File: config.mk
export PLATFORM = sky130hd
export DESIGN_NAME = gamepad_to_key_mouse_events_flat
export DESIGN_NICKNAME = d
export VERILOG_FILES = /design/src/hw/rtl/g2km_pkg.sv /design/src/hw/rtl/g2km_ifs.sv /design/src/hw/rtl/g2km_div.sv /design/src/hw/rtl/g2km_pick.sv /design/src/hw/rtl/gamepad_to_key_mouse_events.sv /design/src/flat_wrapper.sv
export SDC_FILE = /design/constraint.sdc
export NUM_CORES = 1
export LEC_CHECK = 0
export ABC_CLOCK_PERIOD_IN_PS = 9000
export BUFFER_PORTS_ARGS = -buffer_cell sky130_fd_sc_hd__buf_4
export CELL_PAD_IN_SITES_DETAIL_PLACEMENT = 1
export CELL_PAD_IN_SITES_GLOBAL_PLACEMENT = 2
export CORE_UTILIZATION = 40
export CTS_CLUSTER_SIZE = 20
export DETAILED_ROUTE_END_ITERATION = 16
export PLACE_DENSITY = 0.84
export SKIP_LAST_GASP = 1
export SLEW_MARGIN = 20
export SYNTH_ARGS = -nofsm -noshare
export SYNTH_HDL_FRONTEND = slang
export SYNTH_HIERARCHICAL = 1
export SYNTH_SLANG_ARGS = --single-unit
File: constraint.sdc
create_clock -name i_clk -period 9 [get_ports i_clk]
set_input_delay 1.8 -clock i_clk [delete_from_list [all_inputs] [get_ports i_clk]]
set_output_delay 1.8 -clock i_clk [all_outputs]
set_load 0.02 [all_outputs]
File: src/hw/rtl/g2km_pkg.sv
`default_nettype none

package g2km_pkg;

    // Field and register widths.
    localparam int AXIS_W     = 16;
    localparam int DZ_W       = 15;
    localparam int THR_W      = 8;
    localparam int CFG_IDX_W  = 2;
    localparam int CFG_DATA_W = 15;
    localparam int MOVE_W     = 5;

    // Configuration register indexes and reset values.
    localparam logic [CFG_IDX_W-1:0] CFG_LEFT_DZ  = 2'd0;
    localparam logic [CFG_IDX_W-1:0] CFG_RIGHT_DZ = 2'd1;
    localparam logic [CFG_IDX_W-1:0] CFG_TRIG_THR = 2'd2;

    localparam logic [DZ_W-1:0]  LEFT_DZ_RST  = 15'd7849;
    localparam logic [DZ_W-1:0]  RIGHT_DZ_RST = 15'd8689;
    localparam logic [THR_W-1:0] TRIG_THR_RST = 8'd30;

    // Full scale of a stick axis, and the range of a mouse move.
    localparam logic [DZ_W-1:0] AXIS_FULL = 15'h7FFF;
    localparam logic [3:0]      MOVE_MIN  = 4'd4;
    localparam logic [3:0]      MOVE_MAX  = 4'd12;

    // Event kinds.
    localparam logic [1:0] KIND_KEY    = 2'd0;
    localparam logic [1:0] KIND_RETURN = 2'd1;
    localparam logic [1:0] KIND_MOUSE  = 2'd2;
    localparam logic [1:0] KIND_MOVE   = 2'd3;

    localparam logic [7:0] RETURN_SCANCODE = 8'h1C;

    // Pad button bit positions.
    localparam int BTN_UP        = 0;
    localparam int BTN_DOWN      = 1;
    localparam int BTN_LEFT      = 2;
    localparam int BTN_RIGHT     = 3;
    localparam int BTN_START     = 4;
    localparam int BTN_BACK      = 5;
    localparam int BTN_RTHUMB    = 7;
    localparam int BTN_LSHOULDER = 8;
    localparam int BTN_RSHOULDER = 9;
    localparam int BTN_A         = 12;
    localparam int BTN_B         = 13;
    localparam int BTN_X         = 14;
    localparam int BTN_Y         = 15;

    // Targets: the 16 keys in ascending key-code order, the two mouse
    // buttons, the Return scancode and the mouse move.
    localparam int N_KEYS = 16;
    localparam int N_TGT  = 19;
    localparam int N_SLOT = 20;
    localparam int TGT_W  = $clog2(N_SLOT);

    typedef logic [TGT_W-1:0] t_tgt;
    typedef logic signed [MOVE_W-1:0] t_move;

    localparam t_tgt T_TAB     = 5'd0;
    localparam t_tgt T_SPACE   = 5'd1;
    localparam t_tgt T_1       = 5'd2;
    localparam t_tgt T_2       = 5'd3;
    localparam t_tgt T_3       = 5'd4;
    localparam t_tgt T_A       = 5'd5;
    localparam t_tgt T_C       = 5'd6;
    localparam t_tgt T_D       = 5'd7;
    localparam t_tgt T_I       = 5'd8;
    localparam t_tgt T_M       = 5'd9;
    localparam t_tgt T_R       = 5'd10;
    localparam t_tgt T_S       = 5'd11;
    localparam t_tgt T_V       = 5'd12;
    localparam t_tgt T_W       = 5'd13;
    localparam t_tgt T_X       = 5'd14;
    localparam t_tgt T_Z       = 5'd15;
    localparam t_tgt T_MOUSE_L = 5'd16;
    localparam t_tgt T_MOUSE_R = 5'd17;
    localparam t_tgt T_RETURN  = 5'd18;
    localparam t_tgt T_MOVE    = 5'd19;

    localparam logic [7:0] KEY_CODES [N_KEYS] = '{
        8'h09, 8'h20, 8'h31, 8'h32, 8'h33, 8'h41, 8'h43, 8'h44,
        8'h49, 8'h4D, 8'h52, 8'h53, 8'h56, 8'h57, 8'h58, 8'h5A
    };

    // Order in which a sample reports its events.
    localparam t_tgt SAMPLE_ORDER [N_SLOT] = '{
        T_A, T_D, T_W, T_S, T_MOVE, T_SPACE, T_1, T_2, T_3, T_X,
        T_TAB, T_MOUSE_L, T_MOUSE_R, T_M, T_RETURN, T_R, T_C, T_I, T_V, T_Z
    };

    // Divider control and status.
    typedef struct packed {
        logic start;
        logic negate;
    } t_div_req;

    typedef struct packed {
        logic busy;
        logic done;
    } t_div_sts;

    // Result of the pending-event search.
    typedef struct packed {
        logic found;
        logic last;
        t_tgt slot;
    } t_pick;

endpackage

`default_nettype wire

File: src/hw/rtl/g2km_ifs.sv
`default_nettype none

// Input channel: one gamepad sample or release command per beat.
interface g2km_item_if;
    logic               valid;
    logic               ready;
    logic               mode;
    logic [15:0]        buttons;
    logic [7:0]         left_trigger;
    logic [7:0]         right_trigger;
    logic signed [15:0] left_x;
    logic signed [15:0] left_y;
    logic signed [15:0] right_x;
    logic signed [15:0] right_y;

    modport source (
        output valid, mode, buttons, left_trigger, right_trigger,
               left_x, left_y, right_x, right_y,
        input  ready
    );
    modport sink (
        input  valid, mode, buttons, left_trigger, right_trigger,
               left_x, left_y, right_x, right_y,
        output ready
    );
endinterface

// Output channel: one key, button or mouse event per beat.
interface g2km_event_if;
    logic              valid;
    logic              ready;
    logic [1:0]        event_kind;
    logic [7:0]        event_code;
    logic              pressed;
    logic signed [4:0] move_x;
    logic signed [4:0] move_y;
    logic              last;

    modport source (
        output valid, event_kind, event_code, pressed, move_x, move_y, last,
        input  ready
    );
    modport sink (
        input  valid, event_kind, event_code, pressed, move_x, move_y, last,
        output ready
    );
endinterface

`default_nettype wire

File: src/hw/rtl/g2km_div.sv
`default_nettype none

// Serial restoring divider that turns one stick axis into a mouse move
// count. One quotient bit is resolved per cycle.
module g2km_div import g2km_pkg::*; (
    input  wire logic                     i_clk,
    input  wire logic                     i_rst_n,
    input  wire t_div_req                 i_req,
    input  wire logic signed [AXIS_W-1:0] i_axis,
    input  wire logic [DZ_W-1:0]          i_dz,
    output t_div_sts                      o_sts,
    output t_move                         o_move
);

    localparam int MAG_W = AXIS_W + 1;
    localparam int REM_W = AXIS_W + 3;
    localparam int QUO_W = 5;
    localparam int CNT_W = $clog2(QUO_W);

    logic               r_busy;
    logic               r_done;
    logic [CNT_W-1:0]   r_cnt;
    logic [REM_W-1:0]   r_rem;
    logic [REM_W-1:0]   r_div;
    logic [QUO_W-1:0]   r_q;
    logic               r_neg;
    logic               r_inside;
    logic               r_full;

    logic [MAG_W-1:0]   w_ext;
    logic [MAG_W-1:0]   w_mag;
    logic [MAG_W-1:0]   w_diff;
    logic [DZ_W-1:0]    w_span;
    logic               w_inside;
    logic [REM_W:0]     w_trial;
    logic [3:0]         w_count;
    logic [MOVE_W-1:0]  w_pos;

    // Magnitude of the axis and its distance beyond the deadzone.
    assign w_ext    = {i_axis[AXIS_W-1], i_axis};
    assign w_mag    = i_axis[AXIS_W-1] ? (~w_ext + MAG_W'(1)) : w_ext;
    assign w_inside = w_mag < {2'b00, i_dz};
    assign w_diff   = w_mag - {2'b00, i_dz};
    assign w_span   = AXIS_FULL - i_dz;

    // One trial subtraction per cycle.
    assign w_trial = {1'b0, r_rem} - {1'b0, r_div};

    // Control: start, step count and completion pulse.
    always_ff @(posedge i_clk) begin
        if (!i_rst_n) begin
            r_busy <= 1'b0;
            r_done <= 1'b0;
            r_cnt  <= '0;
        end else begin
            r_done <= r_busy && (r_cnt == '0);
            if (i_req.start) begin
                r_busy <= 1'b1;
                r_cnt  <= CNT_W'(QUO_W - 1);
            end else if (r_busy) begin
                if (r_cnt == '0) begin
                    r_busy <= 1'b0;
                end else begin
                    r_cnt <= r_cnt - CNT_W'(1);
                end
            end
        end
    end

    // Datapath: scaled remainder, shifting divisor and quotient.
    always_ff @(posedge i_clk) begin
        if (i_req.start) begin
            r_rem    <= {w_diff[AXIS_W-1:0], 3'b000};
            r_div    <= {w_span, 4'b0000};
            r_q      <= '0;
            r_neg    <= i_axis[AXIS_W-1] ^ i_req.negate;
            r_inside <= w_inside;
            r_full   <= (w_span == '0);
        end else if (r_busy) begin
            if (!w_trial[REM_W]) begin
                r_rem <= w_trial[REM_W-1:0];
            end
            r_q   <= {r_q[QUO_W-2:0], ~w_trial[REM_W]};
            r_div <= r_div >> 1;
        end
    end

    // Offset, saturation and sign of the finished count.
    always_comb begin
        if (r_inside) begin
            w_count = 4'd0;
        end else if (r_full || (r_q >= QUO_W'(8))) begin
            w_count = MOVE_MAX;
        end else begin
            w_count = MOVE_MIN + {1'b0, r_q[2:0]};
        end
    end

    assign w_pos  = {1'b0, w_count};
    assign o_move = r_neg ? (MOVE_W'(0) - w_pos) : w_pos;

    assign o_sts.busy = r_busy;
    assign o_sts.done = r_done;

endmodule

`default_nettype wire

File: src/hw/rtl/g2km_pick.sv
`default_nettype none

// Finds the first pending event slot and tells whether it is the only one.
module g2km_pick import g2km_pkg::*; (
    input  wire logic [N_SLOT-1:0] i_pend,
    output t_pick                  o_pick
);

    always_comb begin
        o_pick.slot = '0;
        for (int i = N_SLOT - 1; i >= 0; i--) begin
            if (i_pend[i]) begin
                o_pick.slot = TGT_W'(i);
            end
        end
        o_pick.found = |i_pend;
        o_pick.last  = (i_pend & (i_pend - N_SLOT'(1))) == '0;
    end

endmodule

`default_nettype wire

File: src/hw/rtl/gamepad_to_key_mouse_events.sv
`default_nettype none

// Gamepad to key and mouse event translator. Each input beat is a pad
// sample (mode 0) or a release command (mode 1); the block answers with
// zero to twenty event beats, the final one marked by last, and reports a
// key, mouse button or Return press only when its held flag changes. The
// block takes one input beat at a time and is not ready until every event
// of that beat has been loaded into the output register. A sample passes
// through the shared serial divider, which scales first the right stick x
// and then y axis (five quotient bits and a done pulse per axis). The
// block then gathers the pending events and emits one event per cycle
// while the output is not stalled, then returns to ready. A release
// command skips the divider. Configuration writes take effect at the next
// clock edge and belong between beats, while the block is idle.
module gamepad_to_key_mouse_events import g2km_pkg::*; (
    input  wire logic                  i_clk,
    input  wire logic                  i_rst_n,
    g2km_item_if.sink                  i_item,
    g2km_event_if.source               o_event,
    input  wire logic                  i_cfg_we,
    input  wire logic [CFG_IDX_W-1:0]  i_cfg_idx,
    input  wire logic [CFG_DATA_W-1:0] i_cfg_data
);

    typedef enum logic [3:0] {
        ST_IDLE = 4'b0001,
        ST_DIV  = 4'b0010,
        ST_MASK = 4'b0100,
        ST_EMIT = 4'b1000
    } t_state;

    t_state              r_state, n_state;
    logic                r_axis, n_axis;
    logic [N_SLOT-1:0]   r_pend, n_pend;
    logic [N_TGT-1:0]    r_held, n_held;
    logic                r_out_valid, n_out_valid;

    logic [DZ_W-1:0]     r_ldz;
    logic [DZ_W-1:0]     r_rdz;
    logic [THR_W-1:0]    r_thr;

    logic                r_mode;
    logic [N_TGT-1:0]    r_want;
    logic [AXIS_W-1:0]   r_ry;
    t_move               r_dx;
    t_move               r_dy;

    logic [1:0]          r_out_kind;
    logic [7:0]          r_out_code;
    logic                r_out_pressed;
    t_move               r_out_mx;
    t_move               r_out_my;
    logic                r_out_last;

    logic                w_accept;
    logic [N_TGT-1:0]    w_want;
    logic signed [16:0]  w_ldz;
    logic signed [16:0]  w_lx;
    logic signed [16:0]  w_ly;
    t_div_req            w_div_req;
    t_div_sts            w_div_sts;
    logic [AXIS_W-1:0]   w_div_axis;
    t_move               w_div_move;
    logic [N_SLOT-1:0]   w_tpend;
    logic [N_SLOT-1:0]   w_slot_pend;
    t_pick               w_pick;
    t_tgt                w_tgt;
    logic [N_SLOT-1:0]   w_want_all;
    logic                w_load;
    logic [1:0]          w_kind;
    logic [7:0]          w_code;

    assign i_item.ready = (r_state == ST_IDLE);
    assign w_accept     = i_item.valid && i_item.ready;

    // Desired held flags of a sample; a release command wants all clear.
    assign w_ldz = {2'b00, r_ldz};
    assign w_lx  = {i_item.left_x[AXIS_W-1], i_item.left_x};
    assign w_ly  = {i_item.left_y[AXIS_W-1], i_item.left_y};

    always_comb begin
        w_want            = '0;
        w_want[T_TAB]     = i_item.buttons[BTN_RSHOULDER];
        w_want[T_SPACE]   = i_item.buttons[BTN_A];
        w_want[T_1]       = i_item.buttons[BTN_X];
        w_want[T_2]       = i_item.buttons[BTN_Y];
        w_want[T_3]       = i_item.buttons[BTN_B];
        w_want[T_A]       = w_lx < -w_ldz;
        w_want[T_C]       = i_item.buttons[BTN_DOWN];
        w_want[T_D]       = w_lx > w_ldz;
        w_want[T_I]       = i_item.buttons[BTN_LEFT];
        w_want[T_M]       = i_item.buttons[BTN_BACK];
        w_want[T_R]       = i_item.buttons[BTN_UP];
        w_want[T_S]       = w_ly < -w_ldz;
        w_want[T_V]       = i_item.buttons[BTN_RIGHT];
        w_want[T_W]       = w_ly > w_ldz;
        w_want[T_X]       = i_item.buttons[BTN_LSHOULDER];
        w_want[T_Z]       = i_item.buttons[BTN_RTHUMB];
        w_want[T_MOUSE_L] = i_item.right_trigger > r_thr;
        w_want[T_MOUSE_R] = i_item.left_trigger > r_thr;
        w_want[T_RETURN]  = i_item.buttons[BTN_START];
        if (i_item.mode) begin
            w_want = '0;
        end
    end

    // The divider scales x at accept time and y once x is done.
    assign w_div_req.start  = (w_accept && !i_item.mode)
                           || ((r_state == ST_DIV) && w_div_sts.done && !r_axis);
    assign w_div_req.negate = (r_state == ST_DIV);
    assign w_div_axis       = (r_state == ST_IDLE) ? i_item.right_x : r_ry;

    g2km_div u_div (
        .i_clk   (i_clk),
        .i_rst_n (i_rst_n),
        .i_req   (w_div_req),
        .i_axis  (w_div_axis),
        .i_dz    (r_rdz),
        .o_sts   (w_div_sts),
        .o_move  (w_div_move)
    );

    // Pending targets, arranged in report order for a sample and in target order for a release.
    always_comb begin
        w_tpend              = '0;
        w_tpend[N_TGT-1:0]   = r_want ^ r_held;
        w_tpend[T_MOVE]      = !r_mode && ((r_dx != '0) || (r_dy != '0));
        if (r_mode) begin
            w_slot_pend = {1'b0, w_tpend[N_TGT-1:0]};
        end else begin
            for (int s = 0; s < N_SLOT; s++) begin
                w_slot_pend[s] = w_tpend[SAMPLE_ORDER[s]];
            end
        end
    end

    g2km_pick u_pick (
        .i_pend (r_pend),
        .o_pick (w_pick)
    );

    // Event of the first pending slot.
    assign w_tgt      = r_mode ? w_pick.slot : SAMPLE_ORDER[w_pick.slot];
    assign w_want_all = {1'b0, r_want};
    assign w_load     = (r_state == ST_EMIT) && w_pick.found
                     && (!r_out_valid || o_event.ready);

    always_comb begin
        if (w_tgt == T_MOVE) begin
            w_kind = KIND_MOVE;
            w_code = 8'h00;
        end else if (w_tgt == T_RETURN) begin
            w_kind = KIND_RETURN;
            w_code = RETURN_SCANCODE;
        end else if ((w_tgt == T_MOUSE_L) || (w_tgt == T_MOUSE_R)) begin
            w_kind = KIND_MOUSE;
            w_code = {7'b0, w_tgt == T_MOUSE_R};
        end else begin
            w_kind = KIND_KEY;
            w_code = KEY_CODES[w_tgt[3:0]];
        end
    end

    // Sequencer next state.
    always_comb begin
        n_state     = r_state;
        n_axis      = r_axis;
        n_pend      = r_pend;
        n_held      = r_held;
        n_out_valid = r_out_valid && !o_event.ready;
        unique case (r_state)
            ST_IDLE: begin
                n_axis = 1'b0;
                if (w_accept) begin
                    n_state = i_item.mode ? ST_MASK : ST_DIV;
                end
            end
            ST_DIV: begin
                if (w_div_sts.done) begin
                    n_axis = 1'b1;
                    if (r_axis) begin
                        n_state = ST_MASK;
                    end
                end
            end
            ST_MASK: begin
                n_pend  = w_slot_pend;
                n_state = ST_EMIT;
            end
            ST_EMIT: begin
                if (w_load) begin
                    n_out_valid = 1'b1;
                    n_pend      = r_pend & ~(N_SLOT'(1) << w_pick.slot);
                    for (int i = 0; i < N_TGT; i++) begin
                        if (w_tgt == TGT_W'(i)) begin
                            n_held[i] = r_want[i];
                        end
                    end
                    if (w_pick.last) begin
                        n_state = ST_IDLE;
                    end
                end else if (!w_pick.found) begin
                    n_state = ST_IDLE;
                end
            end
            default: begin
                n_state = ST_IDLE;
            end
        endcase
    end

    // Control registers and configuration.
    always_ff @(posedge i_clk) begin
        if (!i_rst_n) begin
            r_state     <= ST_IDLE;
            r_axis      <= 1'b0;
            r_pend      <= '0;
            r_held      <= '0;
            r_out_valid <= 1'b0;
            r_ldz       <= LEFT_DZ_RST;
            r_rdz       <= RIGHT_DZ_RST;
            r_thr       <= TRIG_THR_RST;
        end else begin
            r_state     <= n_state;
            r_axis      <= n_axis;
            r_pend      <= n_pend;
            r_held      <= n_held;
            r_out_valid <= n_out_valid;
            if (i_cfg_we) begin
                unique case (i_cfg_idx)
                    CFG_LEFT_DZ:  r_ldz <= i_cfg_data;
                    CFG_RIGHT_DZ: r_rdz <= i_cfg_data;
                    CFG_TRIG_THR: r_thr <= i_cfg_data[THR_W-1:0];
                    default: ;
                endcase
            end
        end
    end

    // Item payload, move counts and the output register.
    always_ff @(posedge i_clk) begin
        if (w_accept) begin
            r_mode <= i_item.mode;
            r_want <= w_want;
            r_ry   <= i_item.right_y;
            r_dx   <= '0;
            r_dy   <= '0;
        end else if ((r_state == ST_DIV) && w_div_sts.done) begin
            if (r_axis) begin
                r_dy <= w_div_move;
            end else begin
                r_dx <= w_div_move;
            end
        end
        if (w_load) begin
            r_out_kind    <= w_kind;
            r_out_code    <= w_code;
            r_out_pressed <= w_want_all[w_tgt];
            r_out_mx      <= (w_tgt == T_MOVE) ? r_dx : '0;
            r_out_my      <= (w_tgt == T_MOVE) ? r_dy : '0;
            r_out_last    <= w_pick.last;
        end
    end

    assign o_event.valid      = r_out_valid;
    assign o_event.event_kind = r_out_kind;
    assign o_event.event_code = r_out_code;
    assign o_event.pressed    = r_out_pressed;
    assign o_event.move_x     = r_out_mx;
    assign o_event.move_y     = r_out_my;
    assign o_event.last       = r_out_last;

    // No event may be left pending once the sequencer is back at rest.
    a_idle_no_pending: assert property (@(posedge i_clk) disable iff (!i_rst_n)
        (r_state == ST_IDLE) |-> (r_pend == '0))
        else $error("pending events left while idle");

    // A new item never arrives while the divider still works.
    a_ready_div_free: assert property (@(posedge i_clk) disable iff (!i_rst_n)
        i_item.ready |-> !w_div_sts.busy)
        else $error("input ready while divider busy");

    // Every press or release event flips exactly its held flag.
    a_held_flips: assert property (@(posedge i_clk) disable iff (!i_rst_n)
        (w_load && (w_tgt != T_MOVE)) |=> ($countones(r_held ^ $past(r_held)) == 1))
        else $error("key event without a held flag change");

    // A move event carries movement within the saturated range.
    a_move_valid: assert property (@(posedge i_clk) disable iff (!i_rst_n)
        (r_out_valid && (r_out_kind == KIND_MOVE))
        |-> (((r_out_mx != '0) || (r_out_my != '0))
             && (r_out_mx <= 5'sd12) && (r_out_mx >= -5'sd12)
             && (r_out_my <= 5'sd12) && (r_out_my >= -5'sd12)))
        else $error("mouse move out of range");

endmodule

`default_nettype wire
File: src/flat_wrapper.sv
// flat-port wrapper written by rule: the top's interface ports become plain ports
module gamepad_to_key_mouse_events_flat import g2km_pkg::*;
  (i_clk, i_rst_n, i_cfg_we, i_cfg_idx, i_cfg_data, i_item_valid, i_item_mode, i_item_buttons, i_item_left_trigger, i_item_right_trigger, i_item_left_x, i_item_left_y, i_item_right_x, i_item_right_y, i_item_ready, o_event_valid, o_event_event_kind, o_event_event_code, o_event_pressed, o_event_move_x, o_event_move_y, o_event_last, o_event_ready);
  g2km_item_if i_item_i ();
  g2km_event_if o_event_i ();
  input  wire logic i_clk;
  input  wire logic i_rst_n;
  input  wire logic i_cfg_we;
  input  wire logic [CFG_IDX_W-1:0] i_cfg_idx;
  input  wire logic [CFG_DATA_W-1:0] i_cfg_data;
  input wire logic [$bits(i_item_i.valid)-1:0] i_item_valid;
  input wire logic [$bits(i_item_i.mode)-1:0] i_item_mode;
  input wire logic [$bits(i_item_i.buttons)-1:0] i_item_buttons;
  input wire logic [$bits(i_item_i.left_trigger)-1:0] i_item_left_trigger;
  input wire logic [$bits(i_item_i.right_trigger)-1:0] i_item_right_trigger;
  input wire logic [$bits(i_item_i.left_x)-1:0] i_item_left_x;
  input wire logic [$bits(i_item_i.left_y)-1:0] i_item_left_y;
  input wire logic [$bits(i_item_i.right_x)-1:0] i_item_right_x;
  input wire logic [$bits(i_item_i.right_y)-1:0] i_item_right_y;
  output wire logic [$bits(i_item_i.ready)-1:0] i_item_ready;
  output wire logic [$bits(o_event_i.valid)-1:0] o_event_valid;
  output wire logic [$bits(o_event_i.event_kind)-1:0] o_event_event_kind;
  output wire logic [$bits(o_event_i.event_code)-1:0] o_event_event_code;
  output wire logic [$bits(o_event_i.pressed)-1:0] o_event_pressed;
  output wire logic [$bits(o_event_i.move_x)-1:0] o_event_move_x;
  output wire logic [$bits(o_event_i.move_y)-1:0] o_event_move_y;
  output wire logic [$bits(o_event_i.last)-1:0] o_event_last;
  input wire logic [$bits(o_event_i.ready)-1:0] o_event_ready;
  assign i_item_i.valid = i_item_valid;
  assign i_item_i.mode = i_item_mode;
  assign i_item_i.buttons = i_item_buttons;
  assign i_item_i.left_trigger = i_item_left_trigger;
  assign i_item_i.right_trigger = i_item_right_trigger;
  assign i_item_i.left_x = i_item_left_x;
  assign i_item_i.left_y = i_item_left_y;
  assign i_item_i.right_x = i_item_right_x;
  assign i_item_i.right_y = i_item_right_y;
  assign i_item_ready = i_item_i.ready;
  assign o_event_valid = o_event_i.valid;
  assign o_event_event_kind = o_event_i.event_kind;
  assign o_event_event_code = o_event_i.event_code;
  assign o_event_pressed = o_event_i.pressed;
  assign o_event_move_x = o_event_i.move_x;
  assign o_event_move_y = o_event_i.move_y;
  assign o_event_last = o_event_i.last;
  assign o_event_i.ready = o_event_ready;
  gamepad_to_key_mouse_events u_core (.i_clk(i_clk), .i_rst_n(i_rst_n), .i_item(i_item_i), .o_event(o_event_i), .i_cfg_we(i_cfg_we), .i_cfg_idx(i_cfg_idx), .i_cfg_data(i_cfg_data));
endmodule
==> run metrics, run 1 <==
Num Clock Sinks 201; Initial DRT Pass Iterations 5; proportion of layout cells with a drive suffix above 1 0.153; Crit. End Element register; Core Util, Final 0.477; Hold Path Stages 2; Num CTS Buffers 25; setup TNS 0 ns; Final nets 1933; synthesized area 13900 µm²; Reg2Reg Depth 14; initial antenna violation count 0; diode count 0; Ys Warns 6; outcome completed; r2r startpoint u_core/r_state[0]; Max Fanout on Critical Path 5; CTS Buffer Depth 3; hold_sp u_core/r_held[16]; Place WS 3.44 ns; Post-DP Area 15400 µm²; Initial Util 0.411; Via density 5.73; vias in the first global route 12.9k; Die Span Y 189 µm; Clock Skew 0.0201 ns; Ports 143; type of the worst min-delay path register to register; post_cts resized 0; syn_nets 1823; Layout area overhead 16.1%; R2R Setup Slk 4.18 ns; Hold Fails Final Rpt 0; Synth Instances 1582; Clk Tree Root Cell clkbuf_16; Slew @ Worst Pin 1.05 ns; RSZ-0062 raised after global routing no; die area 35600 µm²; row cnt 67; DP HPWL 31.8 mm; Critical Path RT 9.27 ns; pin count of the biggest net entering global routing 47; # Max-Cap Violations 0; synthesized area per cell 8.80 µm²; H-tree Lvls 1; Worst slew margin 0.302; fin area 16200 µm²; PortBufs 138; Die X 189 µm; Peak VDD IR 0.163 mV; PD cells 198 nW/µm²; critical path class input port to register; drt total wl 41.8 mm; cts hold-fix bufs 0; vias 12.4k; CTS tree done; # setup viols final 0; post-route worst setup slack 3.94 ns; Final Max Tran Viols 0; Max Freq 0.198 GHz; first-pass GRT wire length 68.0 mm; post-CTS setup buffers 0; DRC 0; Fillers 4050; GPL Wtd Cong 0.866; reg2reg end u_core/u_div/r_rem[18]; ANT nets after route 0; Pleak 6.56 nW; Final Critical Period 5.06 ns; CP arrival 5.32 ns; hold slack 0.476 ns; Reg clk slew, reported paths 0.06 ns; Iteration-0 DRC Markers 642; total global routing overflow 0; hold endpoint u_core/r_held[16]; Startpoint Class input port; clock latency on the worst-skew pair 0.54 ns; WL per Instance 19.4 µm; fin crit share 0.562; GRT Total Usage 0.235; Placeable Area 33900 µm²
==> flip-flops by register name (all words and copies together) (netlist names), 2 cells and up <==
register,cells
u_core/r_dx,5
u_core/r_rdz,15
u_core/r_ry,16
u_core/r_state,4
u_core/o_event.event_kind,2
u_core/o_event.event_code,7
u_core/r_dy,5
u_core/o_event.move_y,5
u_core/r_thr,8
u_core/u_div/r_q,5
u_core/u_div/r_div,19
u_core/r_held,19
u_core/r_ldz,15
u_core/r_pend,20
u_core/u_div/r_rem,19
u_core/u_div/r_cnt,3
u_core/o_event.move_x,5
u_core/r_want,19
==> layout make-up <==
type,count,area [µm²],area share
inverter,99,372,0.0230
clock inverter,3,22.5,0.00139
tap,448,561,0.0347
clock buffer,42,749,0.0464
timing repair buffer,154,1160,0.0715
sequential,201,4930,0.305
multi-input combinational,1211,8360,0.518
==> metrics by stage <==
step / cells / total power (W)
floorplan: 1582 / 0.00191
global placement: 2113 / 0.00222
detailed placement: 2113 / 0.00225
CTS: 2158 / 0.00323
global route: 2158 / 0.00339
finish: 2158 / 0.00321
==> worst max-delay path, cell delays in order <==
cell       delay (ns)
buf_4            0.11
mux2_2           0.30
or4_4            0.53
or3_4            0.37
nand2_1          0.09
xnor2_1          0.07
ha_1             0.37
nand4_1          0.15
a2111oi_0        0.78
o41a_1           0.30
a21oi_1          0.13
mux2i_1          0.22
o41ai_1          0.11
==> worst max-delay path by stage <==
| stage | startpoint | to | slack, ns | depth (start not counted) |
|---|---|---|---|---|
| after floorplan | i_item_right_x[4] | u_core/u_div/r_rem[18] | 4.08 | 12 |
| after global routing | i_item_right_x[4] | u_core/u_div/r_rem[18] | 3.83 | 13 |
| after global placement | i_item_right_x[4] | u_core/u_div/r_rem[18] | 3.45 | 13 |
| after detailed placement | i_item_right_x[4] | u_core/u_div/r_rem[18] | 3.44 | 13 |
| after CTS | i_item_right_x[4] | u_core/u_div/r_rem[18] | 4.00 | 13 |
| final | i_item_right_x[4] | u_core/u_div/r_rem[18] | 3.94 | 13 |
==> per-layer routing <==
metal  routed length, µm  global-route usage  vias up  part of all wire
li1                    -                   -     6051                 -
met1               19300               0.311     6015              0.46
met2               19900               0.401      231              0.48
met3                1550              0.0317       63             0.037
met4                1040              0.0651        0             0.025
met5                   0                   0        -                 0
==> layout by cell type (no fill, tap or decap), types with 32 or more instances in the layout <==
cell type	instances
o211ai_1	35
dfxtp_1	110
nand2_1	149
mux2i_1	34
a21oi_1	124
nand3_1	46
xnor2_1	50
buf_4	154
inv_1	94
nand4_1	37
edfxtp_1	91
nor2_1	106
nor2b_1	33
ha_1	120
o21ai_0	91
o31ai_1	32
==> power by group <==
part | internal (W) | total [W] | switching (W) | leakage (nW)
Sequential | 0.00103 | 0.00108 | 0.0000474 | 1.77
Combinational | 0.000442 | 0.00116 | 0.000722 | 4.42
Clock | 0.000564 | 0.000960 | 0.000397 | 0.377
Power figures use the tool's default switching activity.
==> run 2, diff against run 1 <==
- ABC_CLOCK_PERIOD_IN_PS: 9000 -> 4660
- CORE_UTILIZATION: 40 -> 37
- PLACE_DENSITY: 0.84 -> 0.78
- clock period: 9 -> 4.66 ns (I/O delays scaled with it)
==> run metrics, run 2 (synthesis gave the netlist of run 1 again) <==
outcome completed; drt total wl 43.0 mm (+2.9%); setup TNS 0 ns (unchanged); # setup viols final 0 (unchanged); GPL Wtd Cong 0.837 (-3.3%); Reg2Reg Depth 14 (unchanged); Max Freq 0.227 GHz; register area 4940 µm² (about the same); Via density 5.57 (-2.7%); commonest non-fill, non-tap cell in the layout buf_4; PortBufs 138 (unchanged); vias in the first global route 12.7k (-1.8%); vias 12.3k (-0.83%); Peak VDD IR 0.310 mV (+91%); type of the worst min-delay path register to register; row cnt 70 (+4.5%); Crit. End Element register; Initial Util 0.379 (-0.0326); RSZ-0062 raised after global routing no; ANT nets after route 0 (unchanged); cts hold-fix bufs 0 (unchanged); diode count 0 (unchanged); pin count of the biggest net entering global routing 47 (unchanged); PD cells 386 nW/µm² (+94%); Clk Tree Root Cell clkbuf_16; max reg flops 20 (unchanged); proportion of layout cells with a drive suffix above 1 0.167 (+0.0137); Critical Path RT 4.92 ns (-4.35 ns); most frequent cells in the layout 173 x buf_4, 149 x nand2_1, 124 x a21oi_1, 120 x ha_1, 109 x dfxtp_1; total global routing overflow 0 (unchanged); Num Clock Sinks 201 (unchanged); CP max stage delay 0.55 ns (-0.23 ns); clock latency on the worst-skew pair 0.55 ns (about the same); Hold Path Stages 2 (unchanged); Worst slew margin 0.302 (about the same); H-tree Lvls 1 (unchanged); first-pass GRT wire length 68.6 mm (+0.88%); Hold Fails Final Rpt 0 (unchanged); critical path class register to register; Die Span Y 196 µm (+3.9%); Die X 196 µm (+3.9%); Num CTS Buffers 25 (unchanged); Pleak 6.69 nW (+2.0%); Final Max Tran Viols 0 (unchanged); GRT Total Usage 0.224 (-0.0112); Place WS 0.147 ns (-3.29 ns); Slew @ Worst Pin 1.04 ns (-0.000447 ns); CTS Buffer Depth 3 (unchanged); Placeable Area 36800 µm² (+8.6%); Startpoint Class register; Ports 143 (unchanged); Clock Skew 0.0292 ns (+0.00910 ns); worst path cell trace nor4b_4 > buf_6 > mux2_2 > or4_4 > or3_4 > nand2_1 > xnor2_1 > ha_1 > a21oi_1 > o221ai_1 > o41a_1 > a21oi_2 > mux2i_1 > o41ai_1; DP HPWL 33.0 mm (+3.9%); slowest stage cell, crit path or4_4; Initial DRT Pass Iterations 5 (unchanged); CTS tree done; Final Critical Period 4.41 ns; Max Fanout on Critical Path 8 (+3); initial antenna violation count 0 (unchanged); Reg clk slew, reported paths 0.06 ns (about the same); CP arrival 4.66 ns (-0.66 ns); post-route worst setup slack 0.253 ns (-3.69 ns); DRC 0 (unchanged); # Max-Cap Violations 0 (unchanged); Fillers 4391 (+8.4%); Iteration-0 DRC Markers 518 (-19%); Layout area overhead 17.6%; fin crit share 0.946; Largest Register u_core/r_pend; area occupied by multi-input gates 8370 µm² (about the same); die area 38400 µm² (+8.0%); WL per Instance 19.6 µm (+1.0%); Final nets 1953 (+1.0%)
## run 2: changes by cell type in the layout (fill, tap and decap cells not counted), moves of 2 or more
cell	delta
clkbuf_1	-5
buf_4	+19
clkinv_2	+6
clkbuf_8	-2
## run 2: worst max-delay path: cells and delay by family (launching register included)
| family | cells | cell delay [ns] |
|---|---|---|
| buffers and inverters | 1 | 0.20 |
| XOR/XNOR | 1 | 0.11 |
| flip-flops | 1 | 0.38 |
| adder cells (fa/ha/maj) | 1 | 0.31 |
| AND/OR/NAND/NOR | 4 | 1.34 |
| AO/OA/AOI/OAI | 5 | 1.15 |
| multiplexers | 2 | 0.62 |
## run 2: worst paths after layout
path	start	endpoint	slack (ns)
min reg2reg	u_core/r_held[14]	u_core/r_held[14]	0.48
max	u_core/r_state[1]	u_core/u_div/r_rem[18]	0.25
min	u_core/r_held[14]	u_core/r_held[14]	0.48
max reg2reg	u_core/r_state[1]	u_core/u_div/r_rem[18]	0.25
## run 2: what timing repair did
item | 4_1_cts | 5_1_grt
setup endpoints to repair | 0 | 3
gates resized for setup | 0 | 4
endpoints found under the hold margin | 0 | 0
setup buffers | 0 | 0
## run 2: area by class of cell
type                    instances  area share
clock inverters                11     0.00558
repair buffers                174      0.0800
multi-input cells            1211       0.511
flip-flops and latches        201       0.302
clock buffers                  35      0.0430
inverters                      99      0.0227
well taps                     468      0.0358
## run 2: per-layer routing
metal  wire length, µm  track usage  share of wire  vias up
met5                 0            0              0        -
met4              1190       0.0671          0.028        0
met3              1380       0.0239          0.032       60
met2             20100        0.379           0.47      226
met1             20400        0.301           0.47     5894
li1                  -            -              -     6078
## run 2: report_power, final
group	total, W	internal [W]	switching [W]	leakage, nW
clock	0.00190	0.00111	0.000788	0.399
combinational	0.00232	0.000909	0.00141	4.53
sequential	0.00209	0.00200	0.0000908	1.76
total	0.00631	0.00402	0.00229	6.69
## run 2: stage by stage
step	area, µm²	util	power, W	hold slack [ns]	instances
6_report	16400	0.445	0.00631	0.484	2199
5_1_grt	16400	0.445	0.00668	0.509	2199
4_1_cts	16400	0.444	0.00635	0.482	2199
3_5_place_dp	15600	0.423	0.00443	0.474	2153
3_3_place_gp	15600	0.423	0.00438	0.464	2153
2_1_floorplan	13900	-	0.00368	0.455	1582
